==> src/hdl/cfr_pkg.sv <==
`timescale 1ns / 1ps
// ----------------------------------------------------------------------------
// cfr_pkg
// Sizes, register indexes and shared types of the continued fraction core.
// ----------------------------------------------------------------------------
package cfr_pkg;

    localparam int INT_BITS  = 16;
    localparam int FRAC_BITS = 32;
    localparam int MAX_TERMS = 64;

    localparam int IN_W    = INT_BITS + FRAC_BITS + 1;
    localparam int NUM_W   = INT_BITS + FRAC_BITS + 1;
    localparam int DEN_W   = FRAC_BITS + 1;
    localparam int WHOLE_W = INT_BITS;
    localparam int DIG_W   = 4;

    // remainder, divisor, power of ten (10^15 max) and product widths
    localparam int REM_W = FRAC_BITS;
    localparam int Q_W   = FRAC_BITS + 1;
    localparam int PW_W  = 50;
    localparam int DD_W  = 2 * FRAC_BITS;
    localparam int RHS_W = Q_W + DD_W;
    localparam int LHS_W = REM_W + PW_W;
    localparam int CMP_W = (LHS_W > RHS_W) ? LHS_W : RHS_W;
    localparam int MB_W  = (DD_W > PW_W) ? DD_W : PW_W;
    localparam int CNT_W = $clog2(Q_W);
    localparam int TRM_W = $clog2(MAX_TERMS + 1);

    localparam int OUT_W       = 1 + WHOLE_W + NUM_W + DEN_W;
    localparam int IN_TDATA_W  = ((IN_W + 7) / 8) * 8;
    localparam int OUT_TDATA_W = ((OUT_W + 7) / 8) * 8;

    localparam int CFG_IDX_W  = 2;
    localparam int CFG_DATA_W = DIG_W;

    localparam logic [CFG_IDX_W-1:0] CFG_PRECISION = CFG_IDX_W'(0);
    localparam logic [CFG_IDX_W-1:0] CFG_MODE      = CFG_IDX_W'(1);

    localparam logic [DIG_W-1:0] PRECISION_RESET = DIG_W'(6);

    typedef struct packed {
        logic                 negative;
        logic [WHOLE_W-1:0]   whole_part;
        logic [NUM_W-1:0]     numerator;
        logic [DEN_W-1:0]     denominator;
    } cfr_result_t;

endpackage

==> src/hdl/cfr_engine.sv <==
`timescale 1ns / 1ps
// ----------------------------------------------------------------------------
// cfr_engine
// Sequencer around one shift-add multiplier and one restoring divider that
// expands convergents until tolerance is met, remainder is 0 or a limit hits.
// ----------------------------------------------------------------------------
module cfr_engine (
    input  logic                          aclk,
    input  logic                          aresetn,
    input  logic                          start,
    input  logic [cfr_pkg::IN_W-1:0]      value,
    input  logic [cfr_pkg::DIG_W-1:0]     digits,
    input  logic                          improper,
    output logic                          idle,
    output logic                          res_valid,
    input  logic                          res_ready,
    output cfr_pkg::cfr_result_t          res
);
    import cfr_pkg::*;

    typedef enum logic [9:0] {
        ST_IDLE    = 10'b0000000001,
        ST_POW     = 10'b0000000010,
        ST_CHECK   = 10'b0000000100,
        ST_MUL_DD  = 10'b0000001000,
        ST_MUL_RHS = 10'b0000010000,
        ST_MUL_LHS = 10'b0000100000,
        ST_CMP     = 10'b0001000000,
        ST_DIV     = 10'b0010000000,
        ST_UPDATE  = 10'b0100000000,
        ST_DONE    = 10'b1000000000
    } state_t;

    state_t             state_reg, state_next;
    logic [Q_W-1:0]     q_reg, q_next;
    logic [REM_W-1:0]   r_reg, r_next;
    logic [NUM_W-1:0]   n_reg, n_next, n1_reg, n1_next;
    logic [DEN_W-1:0]   d_reg, d_next, d1_reg, d1_next;
    logic [PW_W-1:0]    pw_reg, pw_next;
    logic [DIG_W-1:0]   dig_reg, dig_next;
    logic               neg_reg, neg_next;
    logic [WHOLE_W-1:0] whole_reg, whole_next;
    logic [TRM_W-1:0]   terms_reg, terms_next;
    logic [CNT_W-1:0]   cnt_reg, cnt_next;
    logic [CMP_W-1:0]   acc_reg, acc_next;
    logic [MB_W-1:0]    mb_reg, mb_next;
    logic [Q_W-1:0]     ma_reg, ma_next;
    logic [RHS_W-1:0]   rhs_reg, rhs_next;
    logic [Q_W-1:0]     rem_reg, rem_next;
    logic [NUM_W-1:0]   nacc_reg, nacc_next;
    logic [DEN_W-1:0]   dacc_reg, dacc_next;

    logic [IN_W-1:0]    mag;
    logic [IN_W-1:0]    mag_sat;
    logic [IN_W-1:0]    p_start;
    logic [CMP_W-1:0]   mul_sum;
    logic [Q_W-1:0]     div_shift;
    logic               div_ge;

    assign mag     = value[IN_W-1] ? (~value + IN_W'(1)) : value;
    assign mag_sat = mag[IN_W-1] ? {1'b0, {(IN_W-1){1'b1}}} : mag;
    assign p_start = improper ? mag : {{(INT_BITS+1){1'b0}}, mag_sat[FRAC_BITS-1:0]};

    assign mul_sum   = {acc_reg[CMP_W-2:0], 1'b0} + (ma_reg[Q_W-1] ? CMP_W'(mb_reg) : '0);
    assign div_shift = {rem_reg[Q_W-2:0], ma_reg[Q_W-1]};
    assign div_ge    = div_shift >= Q_W'(r_reg);

    always_comb begin
        state_next = state_reg;
        q_next     = q_reg;
        r_next     = r_reg;
        n_next     = n_reg;
        n1_next    = n1_reg;
        d_next     = d_reg;
        d1_next    = d1_reg;
        pw_next    = pw_reg;
        dig_next   = dig_reg;
        neg_next   = neg_reg;
        whole_next = whole_reg;
        terms_next = terms_reg;
        cnt_next   = cnt_reg;
        acc_next   = acc_reg;
        mb_next    = mb_reg;
        ma_next    = ma_reg;
        rhs_next   = rhs_reg;
        rem_next   = rem_reg;
        nacc_next  = nacc_reg;
        dacc_next  = dacc_reg;
        case (state_reg)
            ST_IDLE: begin
                if (start) begin
                    neg_next   = value[IN_W-1];
                    whole_next = improper ? '0 : mag_sat[IN_W-2:FRAC_BITS];
                    q_next     = Q_W'(1) << FRAC_BITS;
                    r_next     = p_start[FRAC_BITS-1:0];
                    n_next     = NUM_W'(p_start >> FRAC_BITS);
                    n1_next    = NUM_W'(1);
                    d_next     = DEN_W'(1);
                    d1_next    = '0;
                    pw_next    = PW_W'(1);
                    dig_next   = digits;
                    terms_next = '0;
                    state_next = ST_POW;
                end
            end
            ST_POW: begin
                if (dig_reg != '0) begin
                    pw_next  = (pw_reg << 3) + (pw_reg << 1);
                    dig_next = dig_reg - DIG_W'(1);
                end else begin
                    state_next = ST_CHECK;
                end
            end
            ST_CHECK: begin
                if (r_reg == '0 || d_reg[DEN_W-1] || terms_reg == TRM_W'(MAX_TERMS)) begin
                    state_next = ST_DONE;
                end else begin
                    ma_next    = Q_W'(d_reg);
                    mb_next    = MB_W'(d_reg);
                    acc_next   = '0;
                    cnt_next   = CNT_W'(Q_W - 1);
                    state_next = ST_MUL_DD;
                end
            end
            ST_MUL_DD: begin
                acc_next = mul_sum;
                ma_next  = ma_reg << 1;
                cnt_next = cnt_reg - CNT_W'(1);
                if (cnt_reg == '0) begin
                    ma_next    = q_reg;
                    mb_next    = MB_W'(mul_sum[DD_W-1:0]);
                    acc_next   = '0;
                    cnt_next   = CNT_W'(Q_W - 1);
                    state_next = ST_MUL_RHS;
                end
            end
            ST_MUL_RHS: begin
                acc_next = mul_sum;
                ma_next  = ma_reg << 1;
                cnt_next = cnt_reg - CNT_W'(1);
                if (cnt_reg == '0) begin
                    rhs_next   = mul_sum[RHS_W-1:0];
                    ma_next    = Q_W'(r_reg);
                    mb_next    = MB_W'(pw_reg);
                    acc_next   = '0;
                    cnt_next   = CNT_W'(Q_W - 1);
                    state_next = ST_MUL_LHS;
                end
            end
            ST_MUL_LHS: begin
                acc_next = mul_sum;
                ma_next  = ma_reg << 1;
                cnt_next = cnt_reg - CNT_W'(1);
                if (cnt_reg == '0) begin
                    state_next = ST_CMP;
                end
            end
            ST_CMP: begin
                if (acc_reg <= CMP_W'(rhs_reg)) begin
                    state_next = ST_DONE;
                end else begin
                    ma_next    = q_reg;
                    rem_next   = '0;
                    nacc_next  = '0;
                    dacc_next  = '0;
                    cnt_next   = CNT_W'(Q_W - 1);
                    state_next = ST_DIV;
                end
            end
            ST_DIV: begin
                rem_next  = div_ge ? (div_shift - Q_W'(r_reg)) : div_shift;
                ma_next   = ma_reg << 1;
                nacc_next = (nacc_reg << 1) + (div_ge ? n_reg : '0);
                dacc_next = (dacc_reg << 1) + (div_ge ? d_reg : '0);
                cnt_next  = cnt_reg - CNT_W'(1);
                if (cnt_reg == '0) begin
                    state_next = ST_UPDATE;
                end
            end
            ST_UPDATE: begin
                n_next     = n1_reg + nacc_reg;
                n1_next    = n_reg;
                d_next     = d1_reg + dacc_reg;
                d1_next    = d_reg;
                q_next     = Q_W'(r_reg);
                r_next     = rem_reg[REM_W-1:0];
                terms_next = terms_reg + TRM_W'(1);
                state_next = ST_CHECK;
            end
            ST_DONE: begin
                if (res_ready) begin
                    state_next = ST_IDLE;
                end
            end
            default: begin
                state_next = ST_IDLE;
            end
        endcase
    end

    always_ff @(posedge aclk) begin
        if (!aresetn) begin
            state_reg <= ST_IDLE;
        end else begin
            state_reg <= state_next;
        end
    end

    always_ff @(posedge aclk) begin
        q_reg     <= q_next;
        r_reg     <= r_next;
        n_reg     <= n_next;
        n1_reg    <= n1_next;
        d_reg     <= d_next;
        d1_reg    <= d1_next;
        pw_reg    <= pw_next;
        dig_reg   <= dig_next;
        neg_reg   <= neg_next;
        whole_reg <= whole_next;
        terms_reg <= terms_next;
        cnt_reg   <= cnt_next;
        acc_reg   <= acc_next;
        mb_reg    <= mb_next;
        ma_reg    <= ma_next;
        rhs_reg   <= rhs_next;
        rem_reg   <= rem_next;
        nacc_reg  <= nacc_next;
        dacc_reg  <= dacc_next;
    end

    assign idle      = (state_reg == ST_IDLE);
    assign res_valid = (state_reg == ST_DONE);

    assign res.negative    = neg_reg;
    assign res.whole_part  = whole_reg;
    assign res.numerator   = n_reg;
    assign res.denominator = d_reg;

    a_div_nonzero: assert property (@(posedge aclk) disable iff (!aresetn)
        state_reg == ST_DIV |-> r_reg != '0)
        else $error("division started with zero remainder");

    a_rem_below: assert property (@(posedge aclk) disable iff (!aresetn)
        state_reg == ST_DIV |-> rem_reg < Q_W'(r_reg))
        else $error("partial remainder not below divisor");

    a_den_nonzero: assert property (@(posedge aclk) disable iff (!aresetn)
        state_reg == ST_DONE |-> d_reg != '0)
        else $error("zero denominator in result");

    a_terms_limit: assert property (@(posedge aclk) disable iff (!aresetn)
        state_reg == ST_UPDATE |-> terms_reg < TRM_W'(MAX_TERMS))
        else $error("term count past limit");

endmodule

==> src/hdl/continued_fraction_rationalizer_core.sv <==
`timescale 1ns / 1ps
// ----------------------------------------------------------------------------
// continued_fraction_rationalizer_core
// Fixed-point to fraction converter by continued fraction convergents.
// ----------------------------------------------------------------------------
// One beat first builds the power of ten for precision_digits, then expands
// convergent terms (at most MAX_TERMS), then runs a last check and, unless
// that check already stops it, a last tolerance test, and then hands the
// result over; each term runs a check step, three shift-add products for the
// tolerance test, a compare step, one restoring division and an update step
// through the single engine. s_tready is low while a beat is in the engine; a
// finished result waits in the output register, so the next beat is taken as
// soon as the engine hands it over.
// Configuration writes are taken at any time and must arrive while idle.
module continued_fraction_rationalizer_core (
    input  logic                                aclk,
    input  logic                                aresetn,
    input  logic                                s_tvalid,
    output logic                                s_tready,
    input  logic [cfr_pkg::IN_TDATA_W-1:0]      s_tdata,   // value
    output logic                                m_tvalid,
    input  logic                                m_tready,
    output logic [cfr_pkg::OUT_TDATA_W-1:0]     m_tdata,   // negative, whole_part,
                                                           // numerator, denominator
    input  logic                                cfg_valid,
    output logic                                cfg_ready,
    input  logic [cfr_pkg::CFG_IDX_W-1:0]       cfg_index,
    input  logic [cfr_pkg::CFG_DATA_W-1:0]      cfg_data
);
    import cfr_pkg::*;

    logic [DIG_W-1:0]   digits_reg, digits_next;
    logic               mode_reg, mode_next;
    logic               out_valid_reg, out_valid_next;
    cfr_result_t        out_reg, out_next;

    logic               eng_idle;
    logic               eng_valid;
    logic               eng_ready;
    cfr_result_t        eng_res;

    assign cfg_ready = 1'b1;
    assign s_tready  = eng_idle;
    assign eng_ready = !out_valid_reg || m_tready;

    cfr_engine u_engine (
        .aclk      (aclk),
        .aresetn   (aresetn),
        .start     (s_tvalid && s_tready),
        .value     (s_tdata[IN_W-1:0]),
        .digits    (digits_reg),
        .improper  (mode_reg),
        .idle      (eng_idle),
        .res_valid (eng_valid),
        .res_ready (eng_ready),
        .res       (eng_res)
    );

    always_comb begin
        digits_next = digits_reg;
        mode_next   = mode_reg;
        if (cfg_valid && cfg_ready) begin
            case (cfg_index)
                CFG_PRECISION: digits_next = cfg_data[DIG_W-1:0];
                CFG_MODE:      mode_next   = cfg_data[0];
                default:       digits_next = digits_reg;
            endcase
        end
        out_next       = out_reg;
        out_valid_next = out_valid_reg;
        if (eng_valid && eng_ready) begin
            out_next       = eng_res;
            out_valid_next = 1'b1;
        end else if (m_tready) begin
            out_valid_next = 1'b0;
        end
    end

    always_ff @(posedge aclk) begin
        if (!aresetn) begin
            digits_reg    <= PRECISION_RESET;
            mode_reg      <= 1'b0;
            out_valid_reg <= 1'b0;
        end else begin
            digits_reg    <= digits_next;
            mode_reg      <= mode_next;
            out_valid_reg <= out_valid_next;
        end
    end

    always_ff @(posedge aclk) begin
        out_reg <= out_next;
    end

    assign m_tvalid = out_valid_reg;
    assign m_tdata  = {{(OUT_TDATA_W-OUT_W){1'b0}}, out_reg.denominator, out_reg.numerator,
                       out_reg.whole_part, out_reg.negative};

endmodule

==> config.mk <==
export PLATFORM = sky130hd
export DESIGN_NAME = continued_fraction_rationalizer_core
export DESIGN_NICKNAME = d
export VERILOG_FILES = /design/src/hdl/cfr_pkg.sv /design/src/hdl/cfr_engine.sv /design/src/hdl/continued_fraction_rationalizer_core.sv
export SDC_FILE = /design/constraint.sdc
export NUM_CORES = 2
export LEC_CHECK = 0
export BUFFER_PORTS_ARGS = -buffer_cell sky130_fd_sc_hd__buf_2
export CAP_MARGIN = 20
export CORE_MARGIN = 1.5
export CORE_UTILIZATION = 40
export DETAILED_ROUTE_END_ITERATION = 12
export SYNTH_ARGS = -nofsm -noshare
export SYNTH_HDL_FRONTEND = slang
export SYNTH_SLANG_ARGS = --single-unit
==> constraint.sdc <==
create_clock -name aclk -period 9 [get_ports aclk]
set_input_delay 0.9 -clock aclk [delete_from_list [all_inputs] [get_ports aclk]]
set_output_delay 0.9 -clock aclk [all_outputs]
set_load 0.01 [all_outputs]
==> run summary <==
Largest cells by area after synthesis: edfxtp_1, ha_1, nor2_1
Tmin final: 7.74 ns
Sum Neg Setup Slack: 0 ns
Clock Root Buffer: clkbuf_16
Cells on worst reg2reg path: 26
Final setup vio count: 0
Vias in the first global route: 35,681
CP max-delay cell: o21ai_0
Worst R2R Start: u_engine.r_reg[2]
Leakage Power: 21.5 nW
Library cells used by synthesis: 80
Fin. Hold Viols: 0
Via count: 36,478
Starting Density: 40.3%
Ratio of cells with drive above 1 in the final layout: 7.88%
CTS tree: done
Syn avg cell area: 10.5 um2
Most common cell in the netlist: edfxtp_1
Hold EP: digits_reg[2]
First-pass GRT wire length: 200,000 um
Routed Antenna Nets: 0
CTS Buf Count: 96
Ys Warns: 0
Largest area contributor in the netlist: edfxtp_1
Clock Tree Buf Depth: 3
CP Capture Type: flop
Post-synth top area share: 48.6%
Max FFs per register: 99
Clock slew at reported path FFs: 0.06 ns
Gate Count Post-Synth: 4,798
Cell Area, Placed: 53,100 um2
TritonCTS Sinks: 833
I/O Buffers: 160
Worst slew margin: 20.7%
EDFF count, synth: 817
Worst hold path type: in -> reg
Initial antenna violation count: 30
Num ports: 174
Reg-to-Reg End: u_engine.nacc_reg[47]
Nets@finish: 5,394
Synthesized area: 50,500 um2
Total Wirelength: 129,000 um
Post-CTS Hold Buffers: 0
Full die area: 128,000 um2
Drt wl/cell: 19.4 um
Most used cell, CP: o21ai_0
Rows: 130
Buf/Inv on CP: 1
Slew @ Worst Pin: 1.18 ns
Dpl ws: 1.40 ns
Slew Limit Fails: 0
Sequential area share after synthesis: 49.2%
Peak Freq: 129 MHz
Largest net degree at the start of global routing: 130
Max VDD drop: 0.149 mV
Core area: 125,000 um2
Max_cap viols: 0
Flop2flop setup slack: 1.26 ns
Iter 0 DRT Violations: 2,460
CP top delay family: compound AO/OA/AOI/OAI gates
Die Y: 358 um
Post-synth ARST share: 0%
Final worst setup slack: 1.26 ns
Clock latency on the worst-skew pair: 0.73 ns
Worst path arrival time: 8.14 ns
Synth Register Bits: 833
Synth-to-layout area growth: 11.9%
Post-CTS Setup Bufs: 0
CP Max Fanout: 51
Vias/cell: 5.48
Total gr overflow: 0
Most frequent cells after synthesis: edfxtp_1, nor2_1, ha_1, a21oi_1, inv_1
Final Total Pwr: 0.0105 W
RSZ-0062 raised after global routing: no
Cell Pwr Density: 185 nW/um2
Worst Hold Launch: cfg_data[2]
Outcome: finished, final reports clean
H-tree Lvls: 3
First-pass DRT Iterations: 5
Multi-input gate area: 24,100 um2
Crit share post-route: 86.0%
Area taken by flip-flops and latches: 24,900 um2
GRT Util Overall: 19.9%
Hpwl dp: 90,700 um
Max incr delay on CP: 0.57 ns
Crit start category: flop
Fill cells: 11,862
Drt drc: 0
GPL Wtd Cong: 0.891
Most used DFF post-synth: edfxtp_1
Clock Skew: 0.0495 ns
Crit path required time: 9.40 ns
Resized Gates After CTS: 0
Design area: 56,500 um2
Die Width: 358 um
Fin Hold WS: 0.407 ns
Critical path type: reg -> reg
WHS Path Cells: 3
==> per-stage QoR <==
step | std cells | utilization (%)
global route | 6655 | 45.1
finish | 6657 | 45.1
detailed placement | 6470 | 42.3
CTS | 6647 | 45.0
global placement | 6470 | 42.3
floorplan | 4802 | -
==> worst max-delay path by stage <==
stage / cells past startpoint / to / slack [ns] / startpoint
after CTS: 26 / u_engine.nacc_reg[47] / 1.33 / u_engine.r_reg[2]
after floorplan: 7 / u_engine.d1_reg[0] / 1.31 / u_engine.state_reg[5]
after global placement: 26 / u_engine.nacc_reg[47] / 1.43 / u_engine.r_reg[2]
after global routing: 25 / u_engine.nacc_reg[47] / 0.64 / u_engine.r_reg[2]
final: 26 / u_engine.nacc_reg[47] / 1.26 / u_engine.r_reg[2]
after detailed placement: 26 / u_engine.nacc_reg[47] / 1.40 / u_engine.r_reg[2]
==> where the power goes <==
group / leakage [nW] / total, W / switching (W) / internal, W
Combinational: 12.6 / 0.00162 / 0.000950 / 0.000674
Clock: 1.66 / 0.00424 / 0.00168 / 0.00257
Sequential: 7.27 / 0.00461 / 0.000161 / 0.00445
Total: 21.5 / 0.0105 / 0.00279 / 0.00770
==> per-layer routing <==
metal,vias to the layer above,GRT usage [%],part of all wire (%)
li1,17829,-,-
met1,17617,26.3,45
met5,-,0,0.19
met4,38,6.56,2.8
met3,211,3.89,5.8
met2,783,32.7,46
==> cell type report <==
| cell class | count | area share [%] |
|---|---|---|
| antenna | 9 | 0.0399 |
| clock buffer | 112 | 4.49 |
| clock inverter | 65 | 1.54 |
| inverter | 266 | 1.78 |
| multi-input combinational | 3534 | 42.7 |
| sequential | 833 | 44.0 |
| tap | 1650 | 3.65 |
| timing repair buffer | 188 | 1.87 |
==> cells in the final DEF (no fill, tap or decap), types with 99 or more instances in the layout <==
cell type,n
inv_1,265
xnor2_1,192
buf_2,160
ha_1,401
xor2_1,165
o21ai_0,218
nor2b_1,102
edfxtp_1,817
a21oi_1,327
nor2_1,518
nand2_1,243
and2_1,248
clkbuf_16,99
a21o_1,214
==> worst min-delay path: cells and delay by family <==
| kind | cells | cell delay, ns |
|---|---|---|
| multiplexers | 1 | 0.05 |
| buffers and inverters | 1 | 0.08 |
| AND/OR/NAND/NOR | 1 | 0.05 |
==> logic make-up (layout without fill, tap and decap cells) <==
logic type      after synthesis  count (layout)  synth area share [%]
compound gates             1214            1214                  15.6
xor+xnor                    357             357                  6.19
fa+ha+maj                   408             408                  10.2
buf+inv                     435             631                  3.28
flops                       833             833                  49.2
mux                          32              32                 0.635
other cells                   2              15                0.0149
simple gates               1517            1517                  14.8
(Power assumes the default switching activity.)
